## config.mk

```make
export PLATFORM = sky130hd
export DESIGN_NAME = json_string_unescape_utf8_core
export DESIGN_NICKNAME = d
export VERILOG_FILES = /design/src/design/jsu_pkg.sv /design/src/design/jsu_decode.sv /design/src/design/jsu_outbuf.sv /design/src/design/json_string_unescape_utf8_core.sv
export SDC_FILE = /design/constraint.sdc
export NUM_CORES = 1
export LEC_CHECK = 0
export BUFFER_PORTS_ARGS = -buffer_cell sky130_fd_sc_hd__buf_2
export CORE_UTILIZATION = 35
export DETAILED_ROUTE_END_ITERATION = 8
export SYNTH_ARGS = -nofsm -noshare
export SYNTH_HDL_FRONTEND = slang
export SYNTH_HIERARCHICAL = 1
export SYNTH_SLANG_ARGS = --single-unit
```

## constraint.sdc

```tcl
create_clock -name clk -period 5.6 [get_ports clk]
set_clock_uncertainty 0.05 [all_clocks]
set_input_delay 0.84 -clock clk [delete_from_list [all_inputs] [get_ports clk]]
set_output_delay 0.84 -clock clk [all_outputs]
set_load 0.03 [all_outputs]
```

## src/design/jsu_pkg.sv

```systemverilog
// types, constants and helper functions shared by the json string unescaper
package jsu_pkg;

    // which byte the scanner expects next
    typedef enum logic [3:0] {
        PH_QUOTE   = 4'd0,
        PH_TEXT    = 4'd1,
        PH_ESC     = 4'd2,
        PH_HEX     = 4'd3,
        PH_HIGH    = 4'd4,
        PH_HIGH_BS = 4'd5,
        PH_LOWHEX  = 4'd6
    } phase_t;

    // result kind carried with every output transfer
    typedef enum logic [2:0] {
        ST_BYTE  = 3'd0,
        ST_END   = 3'd1,
        ST_NOQ   = 3'd2,
        ST_BADE  = 3'd3,
        ST_BADH  = 3'd4,
        ST_UNTRM = 3'd5
    } status_t;

    localparam int MAX_RES = 4;

    localparam logic [7:0] CH_QUOTE  = 8'h22;
    localparam logic [7:0] CH_BSLASH = 8'h5C;
    localparam logic [7:0] CH_SLASH  = 8'h2F;
    localparam logic [7:0] CH_LOW_U  = 8'h75;

    localparam logic [15:0] SURR_HI_MIN = 16'hD800;
    localparam logic [15:0] SURR_HI_MAX = 16'hDBFF;
    localparam logic [15:0] SURR_LO_MIN = 16'hDC00;
    localparam logic [15:0] SURR_LO_MAX = 16'hDFFF;
    localparam logic [20:0] SUPP_BASE   = 21'h10000;
    localparam logic [20:0] CP_REPLACE  = 21'h00FFFD;

    // scanner state kept between input items
    typedef struct packed {
        phase_t      phase;
        logic [15:0] hex_accum;
        logic [1:0]  hex_count;
        logic [15:0] high_half;
    } scan_state_t;

    // one queued result
    typedef struct packed {
        logic [7:0] data;
        status_t    status;
    } res_entry_t;

    // all results caused by one input item, entry 0 goes out first
    typedef struct packed {
        logic [2:0]                   count;
        res_entry_t [MAX_RES-1:0]     entry;
    } res_group_t;

    typedef struct packed {
        logic       ok;
        logic [3:0] digit;
    } hex_dig_t;

    typedef struct packed {
        logic [2:0]            len;
        logic [3:0][7:0]       bytes;
    } utf8_seq_t;

    // hex digit value of an ascii byte
    function automatic hex_dig_t hex_val(input logic [7:0] c);
        hex_dig_t r;
        r.ok    = 1'b1;
        r.digit = 4'd0;
        if (c inside {[8'h30:8'h39]})
            r.digit = 4'(c - 8'h30);
        else if (c inside {[8'h61:8'h66]})
            r.digit = 4'(c - 8'h57);
        else if (c inside {[8'h41:8'h46]})
            r.digit = 4'(c - 8'h37);
        else
            r.ok = 1'b0;
        return r;
    endfunction

    // utf-8 byte sequence of a code point, up to four bytes
    function automatic utf8_seq_t utf8_encode(input logic [20:0] cp);
        utf8_seq_t r;
        r.bytes = '0;
        if (cp < 21'h80) begin
            r.len      = 3'd1;
            r.bytes[0] = cp[7:0];
        end else if (cp < 21'h800) begin
            r.len      = 3'd2;
            r.bytes[0] = {3'b110, cp[10:6]};
            r.bytes[1] = {2'b10, cp[5:0]};
        end else if (cp < 21'h10000) begin
            r.len      = 3'd3;
            r.bytes[0] = {4'b1110, cp[15:12]};
            r.bytes[1] = {2'b10, cp[11:6]};
            r.bytes[2] = {2'b10, cp[5:0]};
        end else begin
            r.len      = 3'd4;
            r.bytes[0] = {5'b11110, cp[20:18]};
            r.bytes[1] = {2'b10, cp[17:12]};
            r.bytes[2] = {2'b10, cp[11:6]};
            r.bytes[3] = {2'b10, cp[5:0]};
        end
        return r;
    endfunction

endpackage

```

## src/design/jsu_decode.sv

```systemverilog
// next-state and result-group logic for one input byte of the string scanner
module jsu_decode
    import jsu_pkg::*;
(
    input  scan_state_t st,
    input  logic        at_end,
    input  logic [7:0]  c,
    output scan_state_t st_next,
    output res_group_t  grp
);

    hex_dig_t    hv;
    logic [15:0] acc_sh;
    logic        acc_hi;
    logic        acc_lo;
    logic        esc_simple;
    logic [7:0]  esc_data;
    logic        enc_en;
    logic [20:0] enc_cp;
    utf8_seq_t   enc;
    logic        tail_v;
    logic [7:0]  tail_data;
    status_t     tail_st;
    logic [2:0]  enc_len;

    // hex digit shifted into the accumulator
    always_comb
    begin
        hv     = hex_val(c);
        acc_sh = {st.hex_accum[11:0], hv.digit};
        acc_hi = (acc_sh >= SURR_HI_MIN) && (acc_sh <= SURR_HI_MAX);
        acc_lo = (acc_sh >= SURR_LO_MIN) && (acc_sh <= SURR_LO_MAX);
    end

    // simple escape letters
    always_comb
    begin
        esc_simple = 1'b1;
        esc_data   = c;
        case (c)
            CH_QUOTE, CH_BSLASH, CH_SLASH: esc_data = c;
            8'h62:   esc_data = 8'h08;
            8'h66:   esc_data = 8'h0C;
            8'h6E:   esc_data = 8'h0A;
            8'h72:   esc_data = 8'h0D;
            8'h74:   esc_data = 8'h09;
            default: esc_simple = 1'b0;
        endcase
    end

    // phase transitions, an optional code point and an optional trailing result
    always_comb
    begin
        st_next   = st;
        enc_en    = 1'b0;
        enc_cp    = CP_REPLACE;
        tail_v    = 1'b0;
        tail_data = 8'h00;
        tail_st   = ST_BYTE;
        case (st.phase)
            PH_QUOTE:
            begin
                if (at_end || c != CH_QUOTE)
                begin
                    tail_v  = 1'b1;
                    tail_st = ST_NOQ;
                end else
                    st_next.phase = PH_TEXT;
            end
            PH_TEXT, PH_HIGH:
            begin
                // a pending high surrogate that is not followed by a backslash
                if (st.phase == PH_HIGH && !(!at_end && c == CH_BSLASH))
                    enc_en = 1'b1;
                if (at_end)
                begin
                    tail_v  = 1'b1;
                    tail_st = ST_UNTRM;
                    st_next.phase = PH_QUOTE;
                end else if (c == CH_QUOTE)
                begin
                    tail_v  = 1'b1;
                    tail_st = ST_END;
                    st_next.phase = PH_QUOTE;
                end else if (c == CH_BSLASH)
                    st_next.phase = (st.phase == PH_HIGH) ? PH_HIGH_BS : PH_ESC;
                else
                begin
                    tail_v    = 1'b1;
                    tail_data = c;
                    st_next.phase = PH_TEXT;
                end
            end
            PH_ESC, PH_HIGH_BS:
            begin
                // escape after a high surrogate that is not a unicode escape
                if (st.phase == PH_HIGH_BS && !(!at_end && c == CH_LOW_U))
                    enc_en = 1'b1;
                if (at_end)
                begin
                    tail_v  = 1'b1;
                    tail_st = ST_UNTRM;
                    st_next.phase = PH_QUOTE;
                end else if (c == CH_LOW_U)
                begin
                    st_next.hex_accum = '0;
                    st_next.hex_count = '0;
                    st_next.phase = (st.phase == PH_HIGH_BS) ? PH_LOWHEX : PH_HEX;
                end else if (esc_simple)
                begin
                    tail_v    = 1'b1;
                    tail_data = esc_data;
                    st_next.phase = PH_TEXT;
                end else
                begin
                    tail_v  = 1'b1;
                    tail_st = ST_BADE;
                    st_next.phase = PH_QUOTE;
                end
            end
            PH_HEX, PH_LOWHEX:
            begin
                if (at_end)
                begin
                    tail_v  = 1'b1;
                    tail_st = ST_UNTRM;
                    st_next.phase = PH_QUOTE;
                end else if (!hv.ok)
                begin
                    tail_v  = 1'b1;
                    tail_st = ST_BADH;
                    st_next.phase = PH_QUOTE;
                end else
                begin
                    st_next.hex_accum = acc_sh;
                    if (st.hex_count == 2'd3)
                    begin
                        st_next.hex_count = '0;
                        if (st.phase == PH_HEX)
                        begin
                            if (acc_hi)
                            begin
                                st_next.high_half = acc_sh;
                                st_next.phase     = PH_HIGH;
                            end else
                            begin
                                enc_en = 1'b1;
                                enc_cp = acc_lo ? CP_REPLACE : {5'd0, acc_sh};
                                st_next.phase = PH_TEXT;
                            end
                        end else
                        begin
                            // surrogate pair joins into a supplementary code point
                            enc_en = 1'b1;
                            enc_cp = acc_lo ?
                                SUPP_BASE + {1'b0, st.high_half[9:0], acc_sh[9:0]} :
                                CP_REPLACE;
                            st_next.phase = PH_TEXT;
                        end
                    end else
                        st_next.hex_count = st.hex_count + 2'd1;
                end
            end
            default:
            begin
                tail_v  = 1'b1;
                tail_st = ST_NOQ;
                st_next.phase = PH_QUOTE;
            end
        endcase
    end

    // pack encoded bytes then the trailing result into the group
    always_comb
    begin
        enc     = utf8_encode(enc_cp);
        enc_len = enc_en ? enc.len : 3'd0;
        grp.count = enc_len + {2'd0, tail_v};
        for (int i = 0; i < MAX_RES; i++)
        begin
            if (3'(i) < enc_len)
            begin
                grp.entry[i].data   = enc.bytes[i];
                grp.entry[i].status = ST_BYTE;
            end else
            begin
                grp.entry[i].data   = tail_data;
                grp.entry[i].status = tail_st;
            end
        end
    end

endmodule

```

## src/design/jsu_outbuf.sv

```systemverilog
// result register that hands out a queued result group one transfer at a time
module jsu_outbuf
    import jsu_pkg::*;
(
    input  logic       clk,
    input  logic       rst_n,
    input  logic       load,
    input  res_group_t grp,
    output logic       room,
    output logic       m_tvalid,
    input  logic       m_tready,
    output logic [7:0] m_tdata,     // out_byte
    output logic [2:0] m_tuser,     // status
    output logic       m_tlast
);

    logic [2:0]               cnt_reg, cnt_next;
    res_entry_t [MAX_RES-1:0] ent_reg, ent_next;
    logic                     pop;

    assign pop      = (cnt_reg != 3'd0) && m_tready;
    assign room     = (cnt_reg == 3'd0) || ((cnt_reg == 3'd1) && m_tready);
    assign m_tvalid = (cnt_reg != 3'd0);
    assign m_tlast  = (cnt_reg == 3'd1);
    assign m_tdata  = ent_reg[0].data;
    assign m_tuser  = ent_reg[0].status;

    // load a new group or shift the queue on each transfer
    always_comb
    begin
        cnt_next = cnt_reg;
        ent_next = ent_reg;
        if (load)
        begin
            cnt_next = grp.count;
            ent_next = grp.entry;
        end else if (pop)
        begin
            cnt_next = cnt_reg - 3'd1;
            for (int i = 0; i < MAX_RES - 1; i++)
                ent_next[i] = ent_reg[i+1];
        end
    end

    // count under reset, entries are payload
    always_ff @(posedge clk or negedge rst_n)
    begin
        if (!rst_n)
            cnt_reg <= '0;
        else
            cnt_reg <= cnt_next;
    end

    always_ff @(posedge clk)
    begin
        ent_reg <= ent_next;
    end

endmodule

```

## src/design/json_string_unescape_utf8_core.sv

```systemverilog
// top level of the json quoted-string unescaper with utf-8 output
//
// Input stream: one raw byte of a quoted json string per transfer on s_*,
// s_tdata is the byte, s_tuser high marks end of input (byte ignored).
// Output stream: one result per transfer on m_*, m_tdata is a decoded utf-8
// byte, m_tuser the status (0 byte, 1 string end, 2 no opening quote,
// 3 bad escape, 4 bad hex, 5 unterminated), m_tlast marks the final result
// caused by one input transfer. Any status returns the scanner to waiting
// for an opening quote, so strings may follow one another.
// Results of an input transfer appear in the cycle after it is taken. An
// input transfer causes zero to four results; the result register drains
// one per cycle while m_tready is high, and a new input is taken while the
// last queued result goes out.
// Reset clears the scanner state and empties the result register.
// When the receiver stalls, the queued results hold and s_tready drops
// once the queue is not about to empty.
module json_string_unescape_utf8_core
    import jsu_pkg::*;
(
    input  logic       clk,
    input  logic       rst_n,
    input  logic       s_tvalid,
    output logic       s_tready,
    input  logic [7:0] s_tdata,     // in_byte
    input  logic       s_tuser,     // action
    output logic       m_tvalid,
    input  logic       m_tready,
    output logic [7:0] m_tdata,     // out_byte
    output logic [2:0] m_tuser,     // status
    output logic       m_tlast
);

    scan_state_t st_reg, st_next, st_dec;
    res_group_t  grp;
    logic        room;
    logic        accept;
    logic        load;

    assign s_tready = room;
    assign accept   = s_tvalid && room;
    assign load     = accept && (grp.count != 3'd0);

    // per-byte decode
    jsu_decode u_decode (
        .st      (st_dec),
        .at_end  (s_tuser),
        .c       (s_tdata),
        .st_next (st_next),
        .grp     (grp)
    );

    assign st_dec = st_reg;

    // result queue toward the output stream
    jsu_outbuf u_outbuf (
        .clk      (clk),
        .rst_n    (rst_n),
        .load     (load),
        .grp      (grp),
        .room     (room),
        .m_tvalid (m_tvalid),
        .m_tready (m_tready),
        .m_tdata  (m_tdata),
        .m_tuser  (m_tuser),
        .m_tlast  (m_tlast)
    );

    // scanner state advances on every input transfer
    always_ff @(posedge clk or negedge rst_n)
    begin
        if (!rst_n)
        begin
            st_reg.phase     <= PH_QUOTE;
            st_reg.hex_accum <= '0;
            st_reg.hex_count <= '0;
            st_reg.high_half <= '0;
        end else if (accept)
            st_reg <= st_next;
    end

    // status results only close a group
    a_status_last: assert property (@(posedge clk) disable iff (!rst_n)
        (m_tvalid && m_tuser != ST_BYTE) |-> m_tlast)
        else $error("status result not last in its group");

    // input is taken only when the queue is empty or draining its last result
    a_ready_room: assert property (@(posedge clk) disable iff (!rst_n)
        s_tready |-> (!m_tvalid || (m_tlast && m_tready)))
        else $error("input accepted while results still queued");

    // end of input before the opening quote reports a missing quote
    a_noquote: assert property (@(posedge clk) disable iff (!rst_n)
        (s_tvalid && s_tready && st_reg.phase == PH_QUOTE && s_tuser)
        |=> (m_tvalid && m_tlast && m_tuser == ST_NOQ))
        else $error("missing opening quote not reported");

    // scanner phase stays within the defined set
    a_phase_range: assert property (@(posedge clk) disable iff (!rst_n)
        st_reg.phase <= PH_LOWHEX)
        else $error("scanner phase out of range");

endmodule

```

==> results of run 1 <==
-- area by class of cell --
| class | instances | area (um2) |
|---|---|---|
| tap | 211 | 264.0 |
| clock inverter | 7 | 75.07 |
| clock buffer | 9 | 225.2 |
| fill | 1532 | 9320 |
| timing repair buffer | 36 | 230.2 |
| inverter | 12 | 45.04 |
| multi-input combinational | 426 | 3171 |
| sequential | 75 | 2097 |
-- stage by stage --
stage	setup WS, ns	hold slack, ns	total power [W]	util, %	instances
6_report	0.7511	0.4956	0.002127	39.59	776
5_1_grt	0.4339	0.5150	0.002233	39.59	776
4_1_cts	0.7629	0.4965	0.002144	39.59	776
3_5_place_dp	0.4299	0.4784	0.001550	37.64	760
3_3_place_gp	0.5455	0.4717	0.001524	37.64	760
2_1_floorplan	0.01951	0.4238	0.001443	-	560
-- worst reg2reg max path, cell delays in order, from the launching register on --
cell and delay [ns]:
sky130_fd_sc_hd__dfrtp_1 0.71, sky130_fd_sc_hd__nand4bb_1 0.55, sky130_fd_sc_hd__nor4_1 0.49, sky130_fd_sc_hd__a31oi_1 0.21, sky130_fd_sc_hd__nor3_2 0.33, sky130_fd_sc_hd__nand2_1 0.10, sky130_fd_sc_hd__and3_1 0.21, sky130_fd_sc_hd__ha_1 0.19
sky130_fd_sc_hd__ha_1 0.18, sky130_fd_sc_hd__xnor2_1 0.23, sky130_fd_sc_hd__nor3_1 0.12, sky130_fd_sc_hd__nor2_4 0.37, sky130_fd_sc_hd__buf_12 0.28, sky130_fd_sc_hd__mux2_2 0.38
-- layout by cell type (no fill, tap or decap), types with 5 or more instances in the layout --
cell,n
sky130_fd_sc_hd__mux2_2,59
sky130_fd_sc_hd__nand2_1,48
sky130_fd_sc_hd__edfxtp_1,44
sky130_fd_sc_hd__dfrtp_1,31
sky130_fd_sc_hd__nor2_1,31
sky130_fd_sc_hd__buf_2,26
sky130_fd_sc_hd__o21ai_0,26
sky130_fd_sc_hd__nor3_1,17
sky130_fd_sc_hd__a21oi_1,15
sky130_fd_sc_hd__nor2b_1,15
sky130_fd_sc_hd__nand3_1,13
sky130_fd_sc_hd__inv_1,11
sky130_fd_sc_hd__ha_1,11
sky130_fd_sc_hd__a211oi_1,10
sky130_fd_sc_hd__a31oi_1,10
sky130_fd_sc_hd__a22o_1,10
sky130_fd_sc_hd__mux2_4,9
sky130_fd_sc_hd__clkbuf_16,9
sky130_fd_sc_hd__buf_4,8
sky130_fd_sc_hd__nor4_1,8
sky130_fd_sc_hd__nand2b_1,7
sky130_fd_sc_hd__a21o_1,7
sky130_fd_sc_hd__nand4_1,6
sky130_fd_sc_hd__o22ai_1,6
sky130_fd_sc_hd__and3_1,5
sky130_fd_sc_hd__or3_1,5
sky130_fd_sc_hd__a211o_1,5
-- routing by layer --
metal | global-route usage [%] | vias up
met5 | 0 | -
met4 | 8.443 | 0
met3 | 2.952 | 36
met2 | 30.17 | 158
met1 | 25.57 | 2238
li1 | - | 2148
-- power by group through the flow --
stage / clock network (W) / registers (W) / logic (W)
5_1_grt: 0.000626 / 0.000905 / 0.000702
6_report: 0.000597 / 0.000886 / 0.000644
4_1_cts: 0.000603 / 0.000888 / 0.000653
3_3_place_gp: 0 / 0.000894 / 0.000631
2_1_floorplan: 0 / 0.000861 / 0.000582
3_5_place_dp: 0 / 0.000899 / 0.000652
-- worst min-delay path by stage --
stage | startpoint | end | depth (start not counted)
after global placement | st_dec[17]$_DFFE_PN0P_ | st_dec[17]$_DFFE_PN0P_ | 1
after CTS | st_dec[0]$_DFFE_PN0P_ | st_dec[0]$_DFFE_PN0P_ | 1
after detailed placement | st_dec[0]$_DFFE_PN0P_ | st_dec[0]$_DFFE_PN0P_ | 1
after floorplan | st_dec[34]$_DFFE_PN0P_ | st_dec[34]$_DFFE_PN0P_ | 1
after global routing | u_outbuf/ent_reg[24]$_DFFE_PP_ | u_outbuf/ent_reg[13]$_DFFE_PP_ | 1
final | u_outbuf/ent_reg[32]$_DFFE_PP_ | u_outbuf/ent_reg[21]$_DFFE_PP_ | 1
==> results.md, run 1 <==
Worst setup path:
- Following the worst setup path forward leads to its endpoint at u_outbuf/ent_reg[30]$_DFFE_PP_.
- The largest single stage delay on the critical path is 0.52 ns.
- The critical path crosses 16 cells after its start point.
- The critical path goes through buf_2 > inv_1 > ha_1 > nor3b_1 > or3_1 > a211o_1 > nor3_2 > nand2_1 > and3_1 > ha_1 > ha_1 > xnor2_1 > nor3_1 > nor2_4 > buf_12 > mux2_2.
- For flop-to-flop paths, the worst setup slack is 0.94 ns.
- Counting cells, the worst reg-to-reg path comes to 13.
- The destination of the worst register-to-register timing path is u_outbuf/ent_reg[30]$_DFFE_PP_.
- At the worst endpoint, the required time is ~5.6 ns.
- The highest net fanout along the worst path is 37.
- Tracing the worst setup path back leads to its startpoint at s_tdata[0].
- Together, buffers and inverters on the worst path number 3.
- The family of cells with the greatest summed delay on the critical path is simple AND/OR/NAND/NOR gates.
- The endpoint type of the worst setup path is a flip-flop.
- Data on the critical path arrives at its endpoint at 4.89 ns.
- The slowest stage of the critical path belongs to the cell sky130_fd_sc_hd__or3_1.
- The worst setup path is launched from a primary input.
- The startpoint identified for the worst register-to-register timing path is st_dec[34]$_DFFE_PN0P_.
- The critical path class is in2reg.
- The most numerous cell type found on the critical path is sky130_fd_sc_hd__ha_1.

Clocking:
- The maximum buffer depth of the clock tree is 2.
- CTS placed an instance of sky130_fd_sc_hd__clkbuf_16 at the clock tree root.
- In this run the number of H-tree levels came out at 3.
- In this run, post-CTS repair resized a total of 0 instances.
- Clock tree synthesis found a total of 75 sinks.
- The number of hold buffers added after CTS was 0.
- At the later pin of the worst-skew pair, clock insertion delay measures roughly 0.34 ns.
- The TritonCTS buffer count is 9.
- The clock input transition at the sequential cells of the worst setup and hold paths is about 0.06 ns.
- TritonCTS built the clock tree.
- Buffers added to address setup during post-CTS repair amount to 0.

Route:
- The routed length on met1 is between 6000 and 7000 um.
- The number of detailed-route iterations in the first pass is 5.
- The number of remaining DRC errors is 0.
- The routed design uses 709 um of met3 wire.
- The per-cell routed wire length is 19.53 um.
- For this block, the initial DRC count from the detailed router was a little over 300.
- The total number of vias is 4,580.
- The highest metal layer carrying signal wires in the routed design is met4.
- In the routed layout, each cell is associated on average with a via count of roughly 5.9.
- Summed over all nets, wire length on met2 after detailed routing comes to between 6000 and 7000 um.
- The total routed wirelength is about 15,000 um.
- The count of antenna-violating nets left after detailed routing is 0.

Power:
- The switching portion of total power is 33.22%.
- The internal cell power is approximately 0.0014 W.
- The sequential share of power is a little over two fifths.
- In this run, the combinational gates consume between 30 and 40% of the power.
- For this design the ratio of total power to cell area is between 300 and 400 nW/um2.
- The static leakage power is 2.424 nW.
- IR analysis of the VDD net gives a maximum drop of around 0.00027 V.
- The power share of the clock group is between 20% and 30%.
- The switching component of the power is slightly above 0.0007 W.

Die:
- The initial utilization of the core area, before any placement, comes to a little over a third.
- The die is approximately 130 um wide.
- Row generation in the floorplan step produced 45 rows.
- The total core area is approximately 15,000 um2.
- The total I/O pin count is 27.
- The die footprint is 16,550 um2.
- The chip height is ~130 um.

Logic synthesis:
- When the netlist entered floorplanning its net count stood at 584.
- The mean instance size in the synthesized netlist is around 10 um2.
- In the synthesized netlist, the number of instances is 560.
- The cell area after technology mapping is between 5000 and 6000 um2.
- The number of warnings printed during yosys synthesis is 6.

Timing:
- The total count of hold-check failures in the final report is 0.
- The maximum operating frequency is just over 0.2 GHz.
- The number of max-slew violations in the final report is 0.
- The time the worst path needs with I/O delays and setup is ~4.8 ns.
- The worst max-slew margin expressed relative to the limit is between 40% and 50%.
- The total of endpoints with negative setup slack in the final report is 0.
- The share of the cycle needed by the critical path after routing is 86.59%.
- The final total negative setup slack is 0 ns.
- The pin slew with the least headroom to its limit is 0.7929 ns.
- Setup repair after global routing left no endpoint under its margin.

Finish:
- The signed area change from the synthesized netlist to the final layout is 8.757%.
- At the end of the flow, the number of nets in the layout was just under 600.
- The fraction of final layout cells with drive strength greater than 1 is between 20% and 30%.
- The finished cells cover between 6000 and 7000 um2.
- The register with the most flip-flops in the layout has 33 of them.
- The repair_antennas step left the layout with diodes totalling 0.

Placed design:
- The area after detailed placement is 5807 um2.
- The routability congestion estimate is ~0.94.
- The detailed placer's ending HPWL is 10,920 um.
- The count of buffers added on input and output ports is 26.

GRT:
- The wire length of the first global-routing pass is around 24,000 um.
- The global-route usage over all layers is 19.00%.
- The number of global-route vias before repair was about 4,300.
- The initial antenna violation count was 0.
- Entering global routing, the biggest net connects 38 pins.
- Global routing finished with a remaining overflow of 0.

Run status:
- The run finished with clean final reports.

Job:
- The max-capacitance violation count is 0.

Worst hold path:
- The class of the tightest hold or removal check is reg2reg.
(Power assumes the default switching activity.)
==> run 2: changes to the inputs <==
--- a/config.mk
+++ b/config.mk
@@ -8,6 +8,7 @@
 export BUFFER_PORTS_ARGS = -buffer_cell sky130_fd_sc_hd__buf_2
 export CORE_UTILIZATION = 35
 export DETAILED_ROUTE_END_ITERATION = 8
+export PLACE_DENSITY = 0.5
 export SYNTH_ARGS = -nofsm -noshare
 export SYNTH_HDL_FRONTEND = slang
 export SYNTH_HIERARCHICAL = 1
==> run 2 against run 1 <==
Effect of this change: clock-buffer cell count unchanged; setup slack better by 0.0014 ns; register-to-register slack about the same; first-iteration DRC count increased by 16%; sequential share of layout area is 0.33 points lower; power grew 6.2%; die area stayed put; final cell count unchanged; critical path type unchanged.
==> results.md, run 2 (synthesized netlist as in run 1, its figures left out) <==
Clocking:
- The insertion delay of the later-clocked pin in the worst-skew pair is 0.35 ns (about the same).
- The maximum buffer depth of the clock tree is 2 (unchanged).
- The count of clock tree sinks came to 75 (unchanged).
- The root buffer cell chosen for the clock tree is sky130_fd_sc_hd__clkbuf_16.
- The clock input transition at the sequential cells of the worst setup and hold paths was 0.06 ns (about the same).
- TritonCTS built the clock tree.
- The hold buffer count at cts is 0 (unchanged).
- The count of buffers added by post-CTS timing repair for setup is 0 (unchanged).
- The depth of the CTS H-tree was 3 (unchanged).
- The post-cts sizing count came to 0 (unchanged).
- The TritonCTS buffer count is 9 (unchanged).

Timing:
- The pin slew with the least headroom to its limit is 0.8658 ns (+0.07291 ns).
- The worst max-slew margin expressed relative to the limit is 42.28% (-4.9 points).
- The maximum operating frequency is 0.2063 GHz (about the same).
- The time the worst path needs with I/O delays and setup is 4.847 ns (-0.001394 ns).
- The share of the cycle needed by the critical path after routing is 86.56% (about the same).
- The number of max-slew violations in the final report came to 0 (unchanged).
- The total count of hold-check failures in the final report is 0 (unchanged).
- The total of endpoints with negative setup slack in the final report came to 0 (unchanged).
- Setup repair after global routing left no endpoint under its margin.
- The final total negative setup slack came to 0 ns (unchanged).

Worst setup path:
- The highest net fanout along the worst path is 45 (+22%).
- The startpoint identified for the worst register-to-register timing path is st_dec[36]$_DFFE_PN0P_.
- The worst setup path is captured at a flip-flop.
- The register-to-register path setup slack is 0.93 ns (about the same).
- The critical path starts at s_tdata[0].
- The element type at the critical path start is a primary input.
- The number of cells traversed by the worst register-to-register path is 13 (unchanged).
- In this run the critical register-to-register path is captured at u_outbuf/m_tdata[5]$_DFFE_PP_.
- The data arrival time of the critical path was 4.89 ns (about the same).
- By startpoint and endpoint, the worst setup path is classified as in2reg.
- The data required time of the worst path is 5.64 ns (about the same).

Finish:
- The sequential cell area is 2097 um2 (unchanged).
- The number of fill cells is 1,573 (+2.7%).
- The antenna diode count is 0 (unchanged).
- The fraction of final layout cells with drive strength greater than 1 came to 25.66% (+0.18 points).
- The library cells used most frequently in the layout, excluding fill and tap cells, are sky130_fd_sc_hd__mux2_2 (59), sky130_fd_sc_hd__nand2_1 (48), sky130_fd_sc_hd__edfxtp_1 (44), sky130_fd_sc_hd__dfrtp_1 (31), sky130_fd_sc_hd__nor2_1 (31).
- The post-layout net count was 584 (unchanged).
- The most common cell after layout, fill and taps aside is sky130_fd_sc_hd__mux2_2.
- The end-of-flow core utilization is 39.98% (+0.39 points).
- The area growth from synthesis to layout is 9.826%.
- The number of flip-flops under the largest register name is 33 (unchanged).
- The area taken by multi-input logic gates is 3171 um2 (unchanged).

Worst hold path:
- The class of the tightest hold or removal check is reg2reg.
- The hold path startpoint is st_dec[0]$_DFFE_PN0P_.
- The end of the worst hold path is st_dec[0]$_DFFE_PN0P_.
- The number of cells traversed by the worst hold path is 1 (unchanged).

Route:
- The via count normalized by instance count is 5.907 (about the same).
- The per-cell routed wire length is 19.72 um (+0.97%).
- The count of routing violations after the opening detailed-route iteration is 357 (+16%).
- The count of antenna-violating nets left after detailed routing is 0 (unchanged).
- The number of detailed-route iterations in the first pass is 7 (+2).
- The total number of vias is 4,584 (+0.087%).
- The total routed wirelength is 15,310 um (+0.97%).
- The number of remaining DRC errors is 0 (unchanged).

Die:
- The starting utilization of the core area is 36.40% (unchanged).
- The site row count came to 45 (unchanged).
- The die footprint came to 16,550 um2 (unchanged).
- The width of the die is 128.7 um (unchanged).
- The total I/O pin count is 27 (unchanged).
- The chip height is 128.7 um (unchanged).
- The total core area is 15,430 um2 (unchanged).

Power:
- The sum of internal, switching and leakage power came to 0.002258 W (+6.2%).
- The worst-case vdd ir drop is 0.0002490 V (-9.0%).
- The static leakage power came to 2.464 nW (+1.7%).
- The power density of the placed cells is 366.1 nW/um2 (+5.1%).

Placed design:
- The routability congestion estimate is 0.8858 (-6.2%).
- The number of buffer cells added on primary ports is 26 (unchanged).
- The detailed placer's ending HPWL was 11,080 um (+1.4%).

GRT:
- The global-route usage over all layers is 19.49% (+0.48 points).
- The initial antenna violation count is 0 (unchanged).
- The number of global-route vias before repair is 4,444 (+3.9%).
- The wire length of the first global-routing pass is 24,630 um (+1.9%).
- The maximum number of pins on one net before global-route repair is 46 (+21%).
- The residual overflow from global routing is 0 (unchanged).

Job:
- The max-capacitance violation count was 0 (unchanged).

Run status:
- The flow ran to the end, and the final reports show no timing, DRC or antenna violations.
run 2: cell count changes in the layout (fill, tap and decap cells not counted):
cell	previous run	this run
sky130_fd_sc_hd__inv_8	0	2
sky130_fd_sc_hd__clkinv_1	2	1
sky130_fd_sc_hd__clkinv_4	1	0
sky130_fd_sc_hd__inv_6	2	0
sky130_fd_sc_hd__buf_4	8	9
sky130_fd_sc_hd__clkinvlp_4	2	0
sky130_fd_sc_hd__bufinv_16	1	4
sky130_fd_sc_hd__buf_12	2	1
sky130_fd_sc_hd__clkinv_2	0	1
run 2: worst max-delay path by stage:
stage | to | cells after the start | slack (ns)
after floorplan | u_outbuf/ent_reg[11]$_DFFE_PP_ | 15 | 0.02
after global placement | u_outbuf/m_tdata[4]$_DFFE_PP_ | 16 | 0.61
after detailed placement | u_outbuf/m_tuser[1]$_DFFE_PP_ | 16 | 0.46
after CTS | u_outbuf/m_tuser[1]$_DFFE_PP_ | 16 | 0.80
after global routing | u_outbuf/m_tuser[1]$_DFFE_PP_ | 16 | 0.58
final | u_outbuf/m_tdata[5]$_DFFE_PP_ | 16 | 0.75
run 2: metrics by stage:
step | hold slack (ns) | cell area [um2] | std cells | worst slack (ns)
final | 0.4943 | 6167 | 776 | 0.7525
after global routing | 0.5170 | 6167 | 776 | 0.5762
after CTS | 0.4945 | 6167 | 776 | 0.8035
after detailed placement | 0.4777 | 5794 | 760 | 0.4578
after global placement | 0.4714 | 5794 | 760 | 0.6132
after floorplan | 0.4238 | 5615 | 560 | 0.01951
run 2: where the power goes:
| part | switching, W | internal, W | leakage [nW] |
|---|---|---|---|
| Combinational | 0.000374 | 0.000260 | 1.43 |
| Sequential | 0.0000818 | 0.000805 | 0.850 |
| Clock | 0.000251 | 0.000486 | 0.183 |
run 2: per-layer routing:
layer	up-vias	GRT usage [%]	share of wire [%]
li1	2148	-	-
met1	2243	25.82	45
met2	157	30.81	46
met3	36	3.368	5.5
met4	0	9.481	3.4
met5	-	0	0
run 2: final cells by class:
cell class / instances / share of cell area [%]
clock buffers: 9 / 3.652
inverters: 12 / 0.7304
multi-input cells: 426 / 51.41
well taps: 211 / 4.281
repair buffers: 36 / 3.530
flip-flops and latches: 75 / 34.00
clock inverters: 7 / 2.394
run 2: worst max-delay path: stages:
cell                      delay, ns
sky130_fd_sc_hd__buf_2         0.19
sky130_fd_sc_hd__inv_1         0.11
sky130_fd_sc_hd__ha_1          0.26
sky130_fd_sc_hd__nor3b_1       0.20
sky130_fd_sc_hd__or3_1         0.52
sky130_fd_sc_hd__a211o_1       0.43
sky130_fd_sc_hd__nor3_2        0.39
sky130_fd_sc_hd__nand2_1       0.10
sky130_fd_sc_hd__and3_1        0.22
sky130_fd_sc_hd__ha_1          0.20
sky130_fd_sc_hd__ha_1          0.18
sky130_fd_sc_hd__xnor2_1       0.23
sky130_fd_sc_hd__nor3_1        0.12
sky130_fd_sc_hd__nor2_4        0.21
sky130_fd_sc_hd__buf_12        0.28
sky130_fd_sc_hd__mux2_2        0.37
